$ cat config.mk
export PLATFORM = sky130hd
export DESIGN_NAME = inverter_startup_setpoint_manager_top_flat
export DESIGN_NICKNAME = d
export VERILOG_FILES = /design/src/hdl/sism_pkg.sv /design/src/hdl/sism_in_if.sv /design/src/hdl/sism_out_if.sv /design/src/hdl/sism_front.sv /design/src/hdl/sism_queue.sv /design/src/hdl/sism_back.sv /design/src/hdl/inverter_startup_setpoint_manager_top.sv /design/src/flat_wrapper.sv
export SDC_FILE = /design/constraint.sdc
export NUM_CORES = 1
export LEC_CHECK = 0
export ABC_AREA = 1
export BUFFER_PORTS_ARGS = -buffer_cell sky130_fd_sc_hd__buf_4
export CAP_MARGIN = 20
export CORE_MARGIN = 1.5
export CORE_UTILIZATION = 54
export CTS_CLUSTER_DIAMETER = 100
export DETAILED_ROUTE_END_ITERATION = 8
export GPL_TIMING_DRIVEN = 0
export HOLD_SLACK_MARGIN = 0.08
export PLACE_DENSITY = 0.74
export SYNTH_ARGS = -nofsm -noshare
export SYNTH_HDL_FRONTEND = slang
export SYNTH_HIERARCHICAL = 1
export SYNTH_SLANG_ARGS = --single-unit
$ cat constraint.sdc
create_clock -name i_clk -period 3.59 [get_ports i_clk]
set_input_delay 0.359 -clock i_clk [delete_from_list [all_inputs] [get_ports i_clk]]
set_output_delay 0.359 -clock i_clk [all_outputs]
set_load 0.01 [all_outputs]
$ cat src/hdl/sism_pkg.sv
`timescale 1ns / 1ps
// Shared types, constants and setpoint masking for the inverter startup/setpoint manager.
// No dependencies.
package sism_pkg;

    localparam int MOTORS_DEF      = 4;
    localparam int QUEUE_DEPTH_DEF = 2;

    localparam int MOTOR_W = 2;
    localparam int SP_W    = 16;
    localparam int CTL_W   = 4;
    localparam int MODE_W  = 3;
    localparam int CFG_IDX_W  = 1;
    localparam int CFG_DATA_W = 3;

    // configuration register indexes
    localparam logic [CFG_IDX_W-1:0] CFG_DRIVING_MODE = 1'b0;
    localparam logic [CFG_IDX_W-1:0] CFG_MOTOR_ENABLE = 1'b1;

    // command opcodes
    localparam logic OP_STATUS  = 1'b0;
    localparam logic OP_COMMAND = 1'b1;

    // control nibble bits
    localparam logic [CTL_W-1:0] CTL_ERR_RESET = 4'b1000;
    localparam logic [CTL_W-1:0] CTL_ENABLE    = 4'b0100;
    localparam logic [CTL_W-1:0] CTL_DC_ON     = 4'b0010;
    localparam logic [CTL_W-1:0] CTL_INV_ON    = 4'b0001;

    // stored status bit positions
    localparam int ST_READY   = 0;
    localparam int ST_ERROR   = 1;
    localparam int ST_DC_ACK  = 2;
    localparam int ST_INV_ACK = 3;

    // status byte bit positions
    localparam int SB_READY   = 0;
    localparam int SB_ERROR   = 1;
    localparam int SB_DC_ACK  = 3;
    localparam int SB_INV_ACK = 5;

    // driving modes
    localparam logic [MODE_W-1:0] MODE_FORWARD   = 3'd0;
    localparam logic [MODE_W-1:0] MODE_COAST     = 3'd1;
    localparam logic [MODE_W-1:0] MODE_BRAKE_POS = 3'd2;
    localparam logic [MODE_W-1:0] MODE_BRAKE_NEG = 3'd3;
    localparam logic [MODE_W-1:0] MODE_REVERSE   = 3'd4;

    typedef enum logic [1:0] {
        BR_INIT     = 2'd0,
        BR_ERROR    = 2'd1,
        BR_RUN      = 2'd2,
        BR_SHUTDOWN = 2'd3
    } t_branch;

    typedef struct packed {
        logic signed [SP_W-1:0] vel;
        logic signed [SP_W-1:0] pos;
        logic signed [SP_W-1:0] neg;
    } t_setpoints;

    // one queued command: one or two frames for one motor
    typedef struct packed {
        logic [MOTOR_W-1:0] motor;
        logic [CTL_W-1:0]   ctl_a;
        logic [CTL_W-1:0]   ctl_b;
        t_setpoints         sp;
        logic               two;
    } t_cmd;

    function automatic t_setpoints apply_setpoints(
        input logic [MODE_W-1:0] mode,
        input t_setpoints        req,
        input t_setpoints        old
    );
        t_setpoints r;
        r = old;
        case (mode)
            MODE_FORWARD, MODE_REVERSE: r = req;
            MODE_COAST: begin
                r.vel = req.vel;
                r.pos = '0;
                r.neg = '0;
            end
            MODE_BRAKE_POS: begin
                r.vel = '0;
                r.pos = '0;
                r.neg = req.neg;
            end
            MODE_BRAKE_NEG: begin
                r.vel = '0;
                r.pos = req.pos;
                r.neg = '0;
            end
            default: r = old;
        endcase
        return r;
    endfunction

endpackage

$ cat src/hdl/sism_in_if.sv
`timescale 1ns / 1ps
// Input channel: status frames and setpoint commands.
// Depends on sism_pkg.
interface sism_in_if;
    logic                                  valid;
    logic                                  ready;
    logic                                  opcode;
    logic [sism_pkg::MOTOR_W-1:0]          motor;
    logic [7:0]                            status_byte;
    logic signed [sism_pkg::SP_W-1:0]      velocity_ref;
    logic signed [sism_pkg::SP_W-1:0]      pos_torque;
    logic signed [sism_pkg::SP_W-1:0]      neg_torque;

    modport source (output valid, opcode, motor, status_byte, velocity_ref, pos_torque,
                    neg_torque, input ready);
    modport sink   (input valid, opcode, motor, status_byte, velocity_ref, pos_torque,
                    neg_torque, output ready);
endinterface

$ cat src/hdl/sism_out_if.sv
`timescale 1ns / 1ps
// Output channel: setpoint frames.
// Depends on sism_pkg.
interface sism_out_if;
    logic                                  valid;
    logic                                  ready;
    logic [sism_pkg::MOTOR_W-1:0]          out_motor;
    logic [sism_pkg::CTL_W-1:0]            control_bits;
    logic signed [sism_pkg::SP_W-1:0]      target_velocity;
    logic signed [sism_pkg::SP_W-1:0]      torque_limit_pos;
    logic signed [sism_pkg::SP_W-1:0]      torque_limit_neg;
    logic                                  last;

    modport source (output valid, out_motor, control_bits, target_velocity, torque_limit_pos,
                    torque_limit_neg, last, input ready);
    modport sink   (input valid, out_motor, control_bits, target_velocity, torque_limit_pos,
                    torque_limit_neg, last, output ready);
endinterface

$ cat src/hdl/sism_front.sv
`timescale 1ns / 1ps
// Front end: takes items, keeps per-motor state and config, classifies commands
// and pushes frame descriptors to the queue. Depends on sism_pkg, sism_in_if.
module sism_front #(
    parameter int MOTORS = sism_pkg::MOTORS_DEF
) (
    input  logic                            i_clk,
    input  logic                            i_rst_n,
    sism_in_if.sink                         i_cmd,
    input  logic                            i_cfg_we,
    input  logic [sism_pkg::CFG_IDX_W-1:0]  i_cfg_idx,
    input  logic [sism_pkg::CFG_DATA_W-1:0] i_cfg_data,
    input  logic                            i_full,
    output logic                            o_push,
    output sism_pkg::t_cmd                  o_cmd
);

    localparam int SEL_W = 5;

    logic [sism_pkg::MODE_W-1:0] r_mode;
    logic                        r_enable;

    logic [3:0]                  r_status  [MOTORS];
    logic [sism_pkg::CTL_W-1:0]  r_ctl     [MOTORS];
    logic [MOTORS-1:0]           r_init;
    sism_pkg::t_setpoints        r_sp      [MOTORS];

    logic                        accept;
    logic [MOTORS-1:0]           sel;
    logic [3:0]                  cur_st;
    logic [sism_pkg::CTL_W-1:0]  cur_ctl;
    logic                        cur_init;
    sism_pkg::t_setpoints        cur_sp;
    sism_pkg::t_setpoints        req_sp;
    sism_pkg::t_setpoints        new_sp;
    logic [sism_pkg::CTL_W-1:0]  new_ctl;
    logic                        new_init;
    logic [3:0]                  dec_st;
    sism_pkg::t_branch           branch;

    assign i_cmd.ready = ~i_full;
    assign accept      = i_cmd.valid & ~i_full;

    // one-hot motor decode; motors at or beyond MOTORS select nothing
    always_comb begin
        for (int i = 0; i < MOTORS; i++) begin
            sel[i] = ({3'b000, i_cmd.motor} == SEL_W'(i));
        end
    end

    always_comb begin
        cur_st   = '0;
        cur_ctl  = '0;
        cur_init = 1'b0;
        cur_sp   = '0;
        for (int i = 0; i < MOTORS; i++) begin
            if (sel[i]) begin
                cur_st   = r_status[i];
                cur_ctl  = r_ctl[i];
                cur_init = r_init[i];
                cur_sp   = r_sp[i];
            end
        end
    end

    assign dec_st = {i_cmd.status_byte[sism_pkg::SB_INV_ACK],
                     i_cmd.status_byte[sism_pkg::SB_DC_ACK],
                     i_cmd.status_byte[sism_pkg::SB_ERROR],
                     i_cmd.status_byte[sism_pkg::SB_READY]};

    always_comb begin
        if (!cur_init && cur_st[sism_pkg::ST_READY]) begin
            branch = sism_pkg::BR_INIT;
        end else if (cur_st[sism_pkg::ST_ERROR]) begin
            branch = sism_pkg::BR_ERROR;
        end else if (cur_init && cur_st[sism_pkg::ST_INV_ACK]) begin
            branch = sism_pkg::BR_RUN;
        end else begin
            branch = sism_pkg::BR_SHUTDOWN;
        end
    end

    always_comb begin
        req_sp   = '0;
        new_ctl  = cur_ctl;
        new_init = cur_init;
        o_cmd.ctl_a = cur_ctl;
        o_cmd.two   = 1'b0;
        case (branch)
            sism_pkg::BR_INIT: begin
                new_ctl = sism_pkg::CTL_DC_ON;
                if (cur_st[sism_pkg::ST_DC_ACK] && r_enable) begin
                    new_ctl = new_ctl | sism_pkg::CTL_ENABLE | sism_pkg::CTL_INV_ON;
                end
                new_init    = cur_st[sism_pkg::ST_READY] & cur_st[sism_pkg::ST_DC_ACK]
                            & cur_st[sism_pkg::ST_INV_ACK];
                o_cmd.ctl_a = new_ctl;
            end
            sism_pkg::BR_ERROR: begin
                // first frame carries the old control bits, second the error reset
                new_ctl   = (cur_ctl & ~(sism_pkg::CTL_INV_ON | sism_pkg::CTL_ENABLE))
                          | sism_pkg::CTL_ERR_RESET;
                new_init  = 1'b0;
                o_cmd.two = 1'b1;
            end
            sism_pkg::BR_RUN: begin
                req_sp.vel = i_cmd.velocity_ref;
                req_sp.pos = i_cmd.pos_torque;
                req_sp.neg = i_cmd.neg_torque;
            end
            sism_pkg::BR_SHUTDOWN: begin
                new_ctl     = '0;
                new_init    = 1'b0;
                o_cmd.ctl_a = '0;
            end
            default: begin
                new_ctl = cur_ctl;
            end
        endcase
        new_sp      = sism_pkg::apply_setpoints(r_mode, req_sp, cur_sp);
        o_cmd.ctl_b = new_ctl;
        o_cmd.sp    = new_sp;
        o_cmd.motor = i_cmd.motor;
    end

    assign o_push = accept & (i_cmd.opcode == sism_pkg::OP_COMMAND) & (|sel);

    always_ff @(posedge i_clk) begin
        if (!i_rst_n) begin
            r_mode   <= '0;
            r_enable <= 1'b0;
            r_init   <= '0;
            for (int i = 0; i < MOTORS; i++) begin
                r_status[i] <= '0;
                r_ctl[i]    <= '0;
                r_sp[i]     <= '0;
            end
        end else begin
            if (i_cfg_we) begin
                case (i_cfg_idx)
                    sism_pkg::CFG_DRIVING_MODE: r_mode   <= i_cfg_data;
                    sism_pkg::CFG_MOTOR_ENABLE: r_enable <= i_cfg_data[0];
                    default: r_mode <= r_mode;
                endcase
            end
            for (int i = 0; i < MOTORS; i++) begin
                if (accept && sel[i]) begin
                    if (i_cmd.opcode == sism_pkg::OP_STATUS) begin
                        r_status[i] <= dec_st;
                    end else begin
                        r_ctl[i]  <= new_ctl;
                        r_init[i] <= new_init;
                        r_sp[i]   <= new_sp;
                    end
                end
            end
        end
    end

endmodule

$ cat src/hdl/sism_queue.sv
`timescale 1ns / 1ps
// Small FIFO of command descriptors between front and back end.
// Depends on sism_pkg.
module sism_queue #(
    parameter int DEPTH = sism_pkg::QUEUE_DEPTH_DEF
) (
    input  logic           i_clk,
    input  logic           i_rst_n,
    input  logic           i_push,
    input  sism_pkg::t_cmd i_data,
    output logic           o_full,
    input  logic           i_pop,
    output sism_pkg::t_cmd o_data,
    output logic           o_empty
);

    localparam int PTR_W = (DEPTH > 1) ? $clog2(DEPTH) : 1;
    localparam int CNT_W = $clog2(DEPTH + 1);

    sism_pkg::t_cmd   r_mem [DEPTH];
    logic [PTR_W-1:0] r_wr_ptr, n_wr_ptr;
    logic [PTR_W-1:0] r_rd_ptr, n_rd_ptr;
    logic [CNT_W-1:0] r_count,  n_count;
    logic             do_push, do_pop;

    assign o_full  = (r_count == CNT_W'(DEPTH));
    assign o_empty = (r_count == '0);
    assign o_data  = r_mem[r_rd_ptr];
    assign do_push = i_push & ~o_full;
    assign do_pop  = i_pop & ~o_empty;

    always_comb begin
        n_wr_ptr = r_wr_ptr;
        n_rd_ptr = r_rd_ptr;
        n_count  = r_count;
        if (do_push) begin
            n_wr_ptr = (r_wr_ptr == PTR_W'(DEPTH - 1)) ? '0 : r_wr_ptr + 1'b1;
        end
        if (do_pop) begin
            n_rd_ptr = (r_rd_ptr == PTR_W'(DEPTH - 1)) ? '0 : r_rd_ptr + 1'b1;
        end
        if (do_push && !do_pop) begin
            n_count = r_count + 1'b1;
        end else if (do_pop && !do_push) begin
            n_count = r_count - 1'b1;
        end
    end

    always_ff @(posedge i_clk) begin
        if (!i_rst_n) begin
            r_wr_ptr <= '0;
            r_rd_ptr <= '0;
            r_count  <= '0;
        end else begin
            r_wr_ptr <= n_wr_ptr;
            r_rd_ptr <= n_rd_ptr;
            r_count  <= n_count;
        end
    end

    always_ff @(posedge i_clk) begin
        if (do_push) begin
            r_mem[r_wr_ptr] <= i_data;
        end
    end

endmodule

$ cat src/hdl/sism_back.sv
`timescale 1ns / 1ps
// Back end: expands queued descriptors into one or two frames and holds the
// output register. Depends on sism_pkg, sism_out_if.
module sism_back (
    input  logic           i_clk,
    input  logic           i_rst_n,
    input  sism_pkg::t_cmd i_cmd,
    input  logic           i_empty,
    output logic           o_pop,
    sism_out_if.source     o_frame
);

    typedef enum logic [1:0] {
        S_FIRST  = 2'b01,
        S_SECOND = 2'b10
    } t_back_state;

    t_back_state                r_state, n_state;
    logic                       r_valid, n_valid;
    logic [sism_pkg::MOTOR_W-1:0] r_motor, n_motor;
    logic [sism_pkg::CTL_W-1:0] r_ctl,   n_ctl;
    sism_pkg::t_setpoints       r_sp,    n_sp;
    logic                       r_last,  n_last;
    logic                       load_ok;

    // output register free, or emptied this cycle
    assign load_ok = ~r_valid | o_frame.ready;

    always_comb begin
        n_state = r_state;
        n_valid = r_valid;
        n_motor = r_motor;
        n_ctl   = r_ctl;
        n_sp    = r_sp;
        n_last  = r_last;
        o_pop   = 1'b0;
        if (load_ok) begin
            n_valid = ~i_empty;
            if (!i_empty) begin
                n_motor = i_cmd.motor;
                n_sp    = i_cmd.sp;
                case (r_state)
                    S_FIRST: begin
                        n_ctl  = i_cmd.ctl_a;
                        n_last = ~i_cmd.two;
                        if (i_cmd.two) begin
                            n_state = S_SECOND;
                        end else begin
                            o_pop = 1'b1;
                        end
                    end
                    S_SECOND: begin
                        n_ctl   = i_cmd.ctl_b;
                        n_last  = 1'b1;
                        n_state = S_FIRST;
                        o_pop   = 1'b1;
                    end
                    default: begin
                        n_state = S_FIRST;
                    end
                endcase
            end
        end
    end

    always_ff @(posedge i_clk) begin
        if (!i_rst_n) begin
            r_state <= S_FIRST;
            r_valid <= 1'b0;
        end else begin
            r_state <= n_state;
            r_valid <= n_valid;
        end
    end

    always_ff @(posedge i_clk) begin
        r_motor <= n_motor;
        r_ctl   <= n_ctl;
        r_sp    <= n_sp;
        r_last  <= n_last;
    end

    assign o_frame.valid            = r_valid;
    assign o_frame.out_motor        = r_motor;
    assign o_frame.control_bits     = r_ctl;
    assign o_frame.target_velocity  = r_sp.vel;
    assign o_frame.torque_limit_pos = r_sp.pos;
    assign o_frame.torque_limit_neg = r_sp.neg;
    assign o_frame.last             = r_last;

endmodule

$ cat src/hdl/inverter_startup_setpoint_manager_top.sv
`timescale 1ns / 1ps
// Top level of the inverter startup/setpoint manager.
// Depends on sism_pkg, sism_in_if, sism_out_if, sism_front, sism_queue, sism_back.
//
//  channel   dir  handshake        payload
//  i_cmd     in   valid/ready      opcode, motor, status_byte, velocity_ref, pos/neg torque
//  o_frame   out  valid/ready      out_motor, control_bits, setpoints, last
//  cfg       in   i_cfg_we only    i_cfg_idx, i_cfg_data
//
// An item is taken when i_cmd.valid and i_cmd.ready are both high; state updates
// at that edge. Frames leave the output register one per cycle while o_frame.ready
// is high: a command gives one frame or, in error recovery, two frames. The
// command queue (QUEUE_DEPTH entries) lets input stay open while output stalls.
// Synchronous active-low reset clears all motor state and config; no sweep.
module inverter_startup_setpoint_manager_top #(
    parameter int MOTORS      = sism_pkg::MOTORS_DEF,
    parameter int QUEUE_DEPTH = sism_pkg::QUEUE_DEPTH_DEF
) (
    input  logic                            i_clk,
    input  logic                            i_rst_n,
    sism_in_if.sink                         i_cmd,
    sism_out_if.source                      o_frame,
    input  logic                            i_cfg_we,
    input  logic [sism_pkg::CFG_IDX_W-1:0]  i_cfg_idx,
    input  logic [sism_pkg::CFG_DATA_W-1:0] i_cfg_data
);

    logic           push, full, pop, empty;
    sism_pkg::t_cmd push_cmd, head_cmd;

    sism_front #(
        .MOTORS (MOTORS)
    ) u_front (
        .i_clk      (i_clk),
        .i_rst_n    (i_rst_n),
        .i_cmd      (i_cmd),
        .i_cfg_we   (i_cfg_we),
        .i_cfg_idx  (i_cfg_idx),
        .i_cfg_data (i_cfg_data),
        .i_full     (full),
        .o_push     (push),
        .o_cmd      (push_cmd)
    );

    sism_queue #(
        .DEPTH (QUEUE_DEPTH)
    ) u_queue (
        .i_clk   (i_clk),
        .i_rst_n (i_rst_n),
        .i_push  (push),
        .i_data  (push_cmd),
        .o_full  (full),
        .i_pop   (pop),
        .o_data  (head_cmd),
        .o_empty (empty)
    );

    sism_back u_back (
        .i_clk   (i_clk),
        .i_rst_n (i_rst_n),
        .i_cmd   (head_cmd),
        .i_empty (empty),
        .o_pop   (pop),
        .o_frame (o_frame)
    );

endmodule
$ cat src/flat_wrapper.sv
// flat-port wrapper written by rule: the top's interface ports become plain ports
module inverter_startup_setpoint_manager_top_flat 
#(
    parameter int MOTORS      = sism_pkg::MOTORS_DEF,
    parameter int QUEUE_DEPTH = sism_pkg::QUEUE_DEPTH_DEF
)
  (i_clk, i_rst_n, i_cfg_we, i_cfg_idx, i_cfg_data, i_cmd_valid, i_cmd_opcode, i_cmd_motor, i_cmd_status_byte, i_cmd_velocity_ref, i_cmd_pos_torque, i_cmd_neg_torque, i_cmd_ready, o_frame_valid, o_frame_out_motor, o_frame_control_bits, o_frame_target_velocity, o_frame_torque_limit_pos, o_frame_torque_limit_neg, o_frame_last, o_frame_ready);
  sism_in_if i_cmd_i ();
  sism_out_if o_frame_i ();
  input  logic i_clk;
  input  logic i_rst_n;
  input  logic i_cfg_we;
  input  logic [sism_pkg::CFG_IDX_W-1:0] i_cfg_idx;
  input  logic [sism_pkg::CFG_DATA_W-1:0] i_cfg_data;
  input wire logic [$bits(i_cmd_i.valid)-1:0] i_cmd_valid;
  input wire logic [$bits(i_cmd_i.opcode)-1:0] i_cmd_opcode;
  input wire logic [$bits(i_cmd_i.motor)-1:0] i_cmd_motor;
  input wire logic [$bits(i_cmd_i.status_byte)-1:0] i_cmd_status_byte;
  input wire logic [$bits(i_cmd_i.velocity_ref)-1:0] i_cmd_velocity_ref;
  input wire logic [$bits(i_cmd_i.pos_torque)-1:0] i_cmd_pos_torque;
  input wire logic [$bits(i_cmd_i.neg_torque)-1:0] i_cmd_neg_torque;
  output wire logic [$bits(i_cmd_i.ready)-1:0] i_cmd_ready;
  output wire logic [$bits(o_frame_i.valid)-1:0] o_frame_valid;
  output wire logic [$bits(o_frame_i.out_motor)-1:0] o_frame_out_motor;
  output wire logic [$bits(o_frame_i.control_bits)-1:0] o_frame_control_bits;
  output wire logic [$bits(o_frame_i.target_velocity)-1:0] o_frame_target_velocity;
  output wire logic [$bits(o_frame_i.torque_limit_pos)-1:0] o_frame_torque_limit_pos;
  output wire logic [$bits(o_frame_i.torque_limit_neg)-1:0] o_frame_torque_limit_neg;
  output wire logic [$bits(o_frame_i.last)-1:0] o_frame_last;
  input wire logic [$bits(o_frame_i.ready)-1:0] o_frame_ready;
  assign i_cmd_i.valid = i_cmd_valid;
  assign i_cmd_i.opcode = i_cmd_opcode;
  assign i_cmd_i.motor = i_cmd_motor;
  assign i_cmd_i.status_byte = i_cmd_status_byte;
  assign i_cmd_i.velocity_ref = i_cmd_velocity_ref;
  assign i_cmd_i.pos_torque = i_cmd_pos_torque;
  assign i_cmd_i.neg_torque = i_cmd_neg_torque;
  assign i_cmd_ready = i_cmd_i.ready;
  assign o_frame_valid = o_frame_i.valid;
  assign o_frame_out_motor = o_frame_i.out_motor;
  assign o_frame_control_bits = o_frame_i.control_bits;
  assign o_frame_target_velocity = o_frame_i.target_velocity;
  assign o_frame_torque_limit_pos = o_frame_i.torque_limit_pos;
  assign o_frame_torque_limit_neg = o_frame_i.torque_limit_neg;
  assign o_frame_last = o_frame_i.last;
  assign o_frame_i.ready = o_frame_ready;
  inverter_startup_setpoint_manager_top #(.MOTORS(MOTORS), .QUEUE_DEPTH(QUEUE_DEPTH)) u_core (.i_clk(i_clk), .i_rst_n(i_rst_n), .i_cmd(i_cmd_i), .o_frame(o_frame_i), .i_cfg_we(i_cfg_we), .i_cfg_idx(i_cfg_idx), .i_cfg_data(i_cfg_data));
endmodule
# == Yosys cells after proc, flatten, opt, wreduce, memory -nomap -nowiden ==
# Memories as Yosys holds them, arrays and structs flattened. A register that Yosys moved wholly into a read port is not among the register bits.
# Cells that the tools add are included.
# op_classes
addsub,4
mul,0
div_mod_pow,0
order_cmp,0
eq_ne,14
shifts,0
mux,81
bitwise,25
reduce_logical,30
# op_table
operator,n
$mux 48,9
$pmux 48 s4,1
$mux 4,16
$mux 1,42
$pmux 4 s2,2
$reduce_and 2->1,7
$or 1x1->1,13
$eq 2x2->1 const B,6
$mux 2,6
$pmux 4 s3,1
$logic_and 1x1->1,9
$and 1x1->1,7
$eq 2x1->1 const B,3
$eq 3x2->1 const B,2
$logic_not 2->1,3
$pmux 1 s2,3
$reduce_and 3->1,2
$not 1->1,5
$reduce_bool 2->1,2
$reduce_or 2->1,2
$reduce_or 4->1,1
$eq 3x1->1 const B,1
$eq 3x3->1 const B,1
$logic_not 1->1,3
other kinds (6),7
# totals
register_bits,70
latchBits,0
ramBits,342
rom_bits,0
in_bits,68
output_inout_bits,57
wordCells,175
memories,4
# mem_list
name,words,width,rd,rd_ports_with_merged_regs,write_ports,line_no,source
u_core.u_front.r_sp,4,48,4,0,4,sism_front.sv:26,sism_pkg::t_setpoints r_sp [MOTORS];
u_core.u_queue.r_mem,2,59,1,1,1,sism_queue.sv:20,sism_pkg::t_cmd r_mem [DEPTH];
u_core.u_front.r_ctl,4,4,4,0,4,sism_front.sv:24,logic [sism_pkg::CTL_W-1:0] r_ctl [MOTORS];
u_core.u_front.r_status,4,4,4,0,4,sism_front.sv:23,logic [3:0] r_status [MOTORS];

# == Longest topological paths before layout ==
# Gate-level depths: netlist (run 1).
# logic_depth
depth_word,13
depth_mapped,16
depth_no_buf,16

# == Modules after synthesis ==
# Netlist (run 1), hierarchy kept.
# modules_own_cells
mod,instances,cells_per_inst,area_each_um2,seq_area_each_um2
sism_front,1,1088,10657.7,6886.6
sism_queue,1,222,4544.4,3643.5
sism_back,1,94,1906.8,1711.6

# == Worst setup path before layout (run 1) ==
# No wires, ideal clock.
# synth_path
path_type,register -> register
from,register u_core.u_queue.r_count[1]
to,memory u_core/u_queue/r_mem[0][0] (netlist name) (enable)
setup_ps,476
arrival_time_ps,3333
required_time_ps,3114
slack_ps,-219
stages_incl_launch_ff,8
path_buffers,0
period_less_slack_ps,3809
cell_sequence,dfxtp_1 inv_1 nor2_1 inv_1 nand2_1 nor2_1 o21ai_0 nor2_1
# synth_via
elab_chain_len,8
# synth_rtl
element,line_no,source
start: declaration,sism_queue.sv:23,"logic [CNT_W-1:0] r_count, n_count;"
start signal: assignment,sism_queue.sv:57,r_count <= n_count;
$eq 2x2->1,sism_queue.sv:26,assign o_full = (r_count == CNT_W'(DEPTH));
net u_core.full,inverter_startup_setpoint_manager_top.sv:28,"logic push, full, pop, empty;"
$not 1->1,--,
net i_cmd_ready,flat_wrapper.sv:22,output wire logic [$bits(i_cmd_i.ready)-1:0] i_cmd_ready;
$and 1x1->1,sism_front.sv:42,assign accept = i_cmd.valid & ~i_full;
$and 1x1->1 (2 in a row),sism_front.sv:126,assign o_push = accept & (i_cmd.opcode == sism_pkg::OP_COMMAND) & (|sel);
net u_core.push,inverter_startup_setpoint_manager_top.sv:28,
$and 1x1->1,sism_queue.sv:29,assign do_push = i_push & ~o_full;
$mux 1,sism_queue.sv:62,if (do_push) begin
$mux 1 (not written as such),sism_queue.sv:63,r_mem[r_wr_ptr] <= i_data;
end: declaration,sism_queue.sv:20,
# The timed path passes the listed nets, and every way through them passes these cells.

==> out/metrics.yaml, run 1 <==
status: "finished clean"
yosysWarningCount: 6
syn_inst: 1404
drt-initial-drc-count: 1186
antenna_found_initial: 0
met1_usage: 0.316
syn_area_per_cell_um2: 12.2
design_area_um2: 20000
grt_usage: 0.239
clock_skew_ns: 0.0214
syn_nets: 1479
rows: 64
path_class: "in -> reg"
ys_ff_latch: 413
min_path_type: "in -> reg"
io_pins: 125
fin_util: 0.648
setup_viol: 0
viasPerCell: 5.71
worstPathArrival_ns: 3.57
cts_root_buffer: "clkbuf_16"
htreeDepth: 2
num_antenna_cells: 0
r2r_slack_ns: 0.60
grt_pass1_vias: 11126
crit_chain: "buf_4 > nor2_2 > buf_2 > nand2_1 > o211ai_1 > nand2_1 > a21oi_1 > nor2_1 > inv_1 > ha_1 > o211ai_1 > inv_1 > clkbuf_1 > nand2_1 > a21oi_1"
seq_area_frac_synth: 0.716
fin_ws_ns: 0.399
cp_common_cell: "nand2_1"
wl_um: 39400
coreArea_um2: 30900
layout_commonest_cell: "nand2_1"
die_w_um: 181
fmax_mhz: 313
post_cts_buffers: 0
crit_buf_inv: 5
startpoint_type: "primary input"
hpwl_um: 24800
vdd_drop_max_mv: 0.404
gp_congestion: 0.813
fin_crit_sh: 0.889
port_buffers: 120
rsz0062_at_grt: "no"
die_area_um2: 32800
grt_max_degree: 53
grt_pass1_wl_um: 60300
crit_required_ns: 3.97
place_ws_ns: -0.0492
cp_slowest_cell: "clkbuf_1"
cpPeakStageDelay_ns: 0.56
placed_area_um2: 18700
maxSlewHeadroom: 0.410
met2_usage: 0.400
vias: 11430
critPathCaptureType: "register"
drv_cap: 0
wire_per_inst_um: 19.7
grt_busiest_layer: "met2"
cts_buffers: 41
power_leakage_nw: 7.47
drc: 0
fin_tns_setup_ns: 0
clock_sinks: 413
p_per_area_nw_per_um2: 562
min_period_ns: 3.19
clk_latency_ns: 0.54
die_h_um: 181
syn_area_um2: 17100
layout_common_cells: "nand2_1 (421), edfxtp_1 (397), a21oi_1 (176)"
final-max-slew-violation-count: 0
clk_pin_slew_ns: 0.07
met3_usage: 0.0355
hold_viol_final: 0
crit_family: "buffers and inverters"
area_delta_synth_final_pct: 17.1
cp_max_fo: 10
ys_types: 32
cts.path.max_buffers: 3
worst_pin_slew_ns: 0.885
grt_overflow: 0
cts_tree: "built"
ant_nets: 0
drive_above_1_share: 0.207
start_util: 0.554
finalPower_w: 0.0113
drt_pre_antenna_iters: 6
fin_nets: 1648
sequential cells by signal, summed over array words and instances (netlist names), 3 cells and up, named ones only:
signal / flops
u_core/u_front/r_status: 16
u_core/u_front/r_init: 4
u_core/u_front/r_ctl: 16
u_core/u_back/o_frame.control_bits: 4
u_core/u_front/r_mode: 3
u_core/u_back/o_frame.torque_limit_pos: 16
u_core/u_queue/r_mem: 118
u_core/u_back/o_frame.torque_limit_neg: 16
u_core/u_front/r_sp: 192
u_core/u_back/o_frame.target_velocity: 16
cells in the mapped netlist (all sizes together):
cell | instances | share of area
a21oi | 177 | 0.052
nor3 | 2 | 0.0012
inv | 66 | 0.014
mux2 | 59 | 0.041
o21ai | 22 | 0.0064
buf | 46 | 0.016
nand3 | 19 | 0.0064
dfxtp | 16 | 0.019
clkbuf | 16 | 0.0035
nand2 | 431 | 0.096
or2 | 2 | 0.00073
a21boi | 1 | 0.00044
o221ai | 1 | 0.00051
nor2 | 88 | 0.020
nand4 | 50 | 0.018
ha | 7 | 0.0051
o211ai | 4 | 0.0023
edfxtp | 397 | 0.70
metal layers:
layer  vias up  share of wire
li1       5293              -
met1      5506           0.40
met2       529           0.48
met3       102          0.079
met4         0          0.038
met5         -              0
area by class of cell:
type	instances	area [um^2]
Buffer	62	333
Clock buffer	50	1110
Clock inverter	25	263
Fill cell	2327	10900
Inverter	66	248
Multi-Input combinational cell	863	4330
Sequential cell	413	12200
Tap cell	396	495
Timing Repair Buffer	126	1010
cell families (layout without fill, tap and decap cells):
| logic type | count (synthesis) | in the layout | share of synthesized area |
|---|---|---|---|
| muxes | 59 | 59 | 0.0410 |
| DFF | 413 | 413 | 0.716 |
| buffers and inverters | 128 | 329 | 0.0339 |
| AOI/OAI and AO/OA | 205 | 205 | 0.0617 |
| and+or+nand+nor | 592 | 592 | 0.143 |
| adders and majority gates | 7 | 7 | 0.00512 |
report_power, final:
part / switching [W] / internal [W] / total [W] / leakage (nW)
logic: 0.000737 / 0.000421 / 0.00116 / 2.73
clock network: 0.00175 / 0.00257 / 0.00433 / 0.663
registers: 0.0000921 / 0.00569 / 0.00578 / 4.08
total: 0.00258 / 0.00868 / 0.0113 / 7.47
worst paths after layout:
check,from,endpoint,cells after the start
worst min-delay path,i_cfg_we,u_core/u_front/r_enable,3
worst max-delay path,i_cmd_motor[1],u_core/u_front/r_sp[2][5],15
worst max register to register,u_core/u_front/r_init[0],u_core/u_front/r_sp[2][5],13
worst min register to register,u_core/u_front/r_init[0],u_core/u_front/r_init[0],2
worst min-delay path, stage by stage:
cell	delay, ns
buf_4	0.09
a21oi_1	0.05
nor2_1	0.09
metrics by stage:
stage	std cells	hold WS, ns
after detailed placement	1925	0.464
after global placement	1920	0.457
after global routing	2001	0.115
final	2001	0.107
after floorplan	1404	0.443
after CTS	2001	0.0970
repair_timing:
action / 4_1_cts / 5_1_grt
hold buffers: 1 / 0
endpoints found under the hold margin: 1 / 0
gates resized for setup: 0 / 0
Note: power is estimated with default switching activity, not from simulation.
==> run 2, diff against run 1 <==
clock period = 2.6 ns   (was 3.59 ns; I/O delays follow)
==> out/metrics.yaml, run 2 (synthesized netlist as in run 1, its figures left out) <==
status: "finished clean"
layout_common_cells: "nand2_1 (419), edfxtp_1 (397), a21oi_1 (175)"
drv_cap: 0
die_h_um: 181
fillCellCount: 2227
die_w_um: 181
wire_per_inst_um: 19.5
drt_pre_antenna_iters: 6
swShare: 0.228
power.share.sequential: 0.506
power_leakage_nw: 7.59
hold_viol_final: 0
layout_commonest_cell: "nand2_1"
path_class: "reg -> reg"
grt_pass1_wl_um: 60200
worst_pin_slew_ns: 0.880
die_area_um2: 32800
clkPwrFrac: 0.390
fin_ws_ns: 0.101
grt_pass1_vias: 11233
clock_skew_ns: 0.0173
io_pins: 125
hold_path_depth: 3
gp_congestion: 0.829
r2r-end: "u_core/u_front/r_sp[1][27]"
num_antenna_cells: 0
clock_sinks: 413
comb_power_share: 0.104
rows: 64
cp_max_fo: 10
final-max-slew-violation-count: 0
htreeDepth: 2
maxSlewHeadroom: 0.413
startpoint_type: "register"
cts_buffers: 43
start_util: 0.554
critPathCaptureType: "register"
rsz0062_at_grt: "yes"
vdd_drop_max_mv: 0.646
fin_util: 0.657
drive_above_1_share: 0.211
hold_path_startpoint: "i_cmd_status_byte[3]"
cts_tree: "built"
place_ws_ns: -0.935
drc: 0
wl_um: 39500
ant_nets: 0
grt_usage: 0.241
cts.path.max_buffers: 3
reg_top3: "u_core/u_front/r_sp x192, u_core/u_queue/r_mem x118"
area_delta_synth_final_pct: 18.8
p_per_area_nw_per_um2: 776
grt_max_degree: 53
coreArea_um2: 30900
reg2reg_from: "u_core/u_front/r_init[2]"
worstPathArrival_ns: 2.86
grt_overflow: 0
r2r_slack_ns: 0.10
setup_viol: 0
port_buffers: 120
fin_tns_setup_ns: 0
vias: 11422
hpwl_um: 24600
fmax_mhz: 400
regMostFlops: "u_core/u_front/r_sp"
clk_pin_slew_ns: 0.06
fin_crit_sh: 0.961
viasPerCell: 5.65
switchingPower_w: 0.00360
clk_latency_ns: 0.54
internal_power_w: 0.0122
largest_reg_flops: 192
reg2regPathDepth: 12
cts_root_buffer: "clkbuf_16"
min_period_ns: 2.50
crit_required_ns: 2.96
fin_nets: 1669
min_path_type: "in -> reg"
antenna_found_initial: 0
drt-initial-drc-count: 1135
min_to: "u_core/u_front/r_status[2][2]"
run 2: cell count changes in the layout (fill, tap and decap cells not counted), moves of 3 or more:
cell           previous run  this run
buf_2                    32        28
buf_4                   129       135
clkinv_2                  6         9
dlygate4sd3_1             1        18
run 2: metrics by stage:
step	hold WS, ns	std cells	area (um^2)	total power, W
2_1_floorplan	0.344	1404	17100	0.00899
3_3_place_gp	0.455	1920	18500	0.00965
3_5_place_dp	0.463	1925	18700	0.00971
4_1_cts	0.0845	2022	20300	0.0158
5_1_grt	0.0897	2023	20300	0.0163
6_report	0.0880	2023	20300	0.0158
run 2: critical path, stage by stage (launching register included):
cell and delay (ns):
dfxtp_1 0.32, o211ai_1 0.22, nand2_1 0.13, a21oi_1 0.19, nor2_1 0.10, inv_1 0.12, ha_2 0.24, o21ai_0 0.16
nor3_4 0.18, buf_12 0.14, buf_4 0.18, nand2_1 0.15, a21oi_1 0.19
run 2: area by class of cell:
class / instances / area [um^2] / share of cell area
Sequential cell: 413 / 12200 / 0.602
Multi-Input combinational cell: 863 / 4360 / 0.214
Timing Repair Buffer: 146 / 1220 / 0.0598
Clock buffer: 53 / 1180 / 0.0579
Tap cell: 396 / 495 / 0.0244
Buffer: 61 / 339 / 0.0167
Clock inverter: 25 / 249 / 0.0123
Inverter: 66 / 248 / 0.0122
run 2: routing by layer:
layer | GRT usage | wire [um]
met5 | 0 | 0
met1 | 0.314 | 15600
met4 | 0.104 | 1330
met3 | 0.0401 | 3440
met2 | 0.404 | 19100
run 2: timing repair:
| item | CTS | global route |
|---|---|---|
| hold buffers | 18 | 0 |
| buffers inserted | 1 | 2 |
| setup endpoints to repair | 220 | 212 |
| cloned | 0 | 0 |
| pin swaps | 1 | 1 |
| hold endpoints to repair | 35 | 0 |
| gates resized for setup | 7 | 7 |
run 2: how the worst max path moves through the flow:
stage                                             start  depth (start not counted)                          end
after global placement        u_core/u_queue/r_count[1]                          7  u_core/u_queue/r_mem[0][25]
after floorplan               u_core/u_queue/r_count[1]                          7   u_core/u_queue/r_mem[0][0]
after detailed placement                 i_cmd_motor[1]                         15   u_core/u_front/r_sp[1][27]
final                          u_core/u_front/r_init[2]                         12   u_core/u_front/r_sp[1][27]
after global routing      u_core/u_front/r_status[2][3]                         14  u_core/u_queue/r_mem[0][18]
after CTS                 u_core/u_front/r_status[2][3]                         13   u_core/u_queue/r_mem[0][8]
run 2: power by group through the flow:
| stage | registers [W] | logic (W) | clock network, W |
|---|---|---|---|
| CTS | 0.00798 | 0.00163 | 0.00621 |
| detailed placement | 0.00812 | 0.00159 | 0 |
| global placement | 0.00814 | 0.00151 | 0 |
| finish | 0.00798 | 0.00164 | 0.00615 |
| global route | 0.00803 | 0.00177 | 0.00649 |
| floorplan | 0.00820 | 0.000791 | 0 |
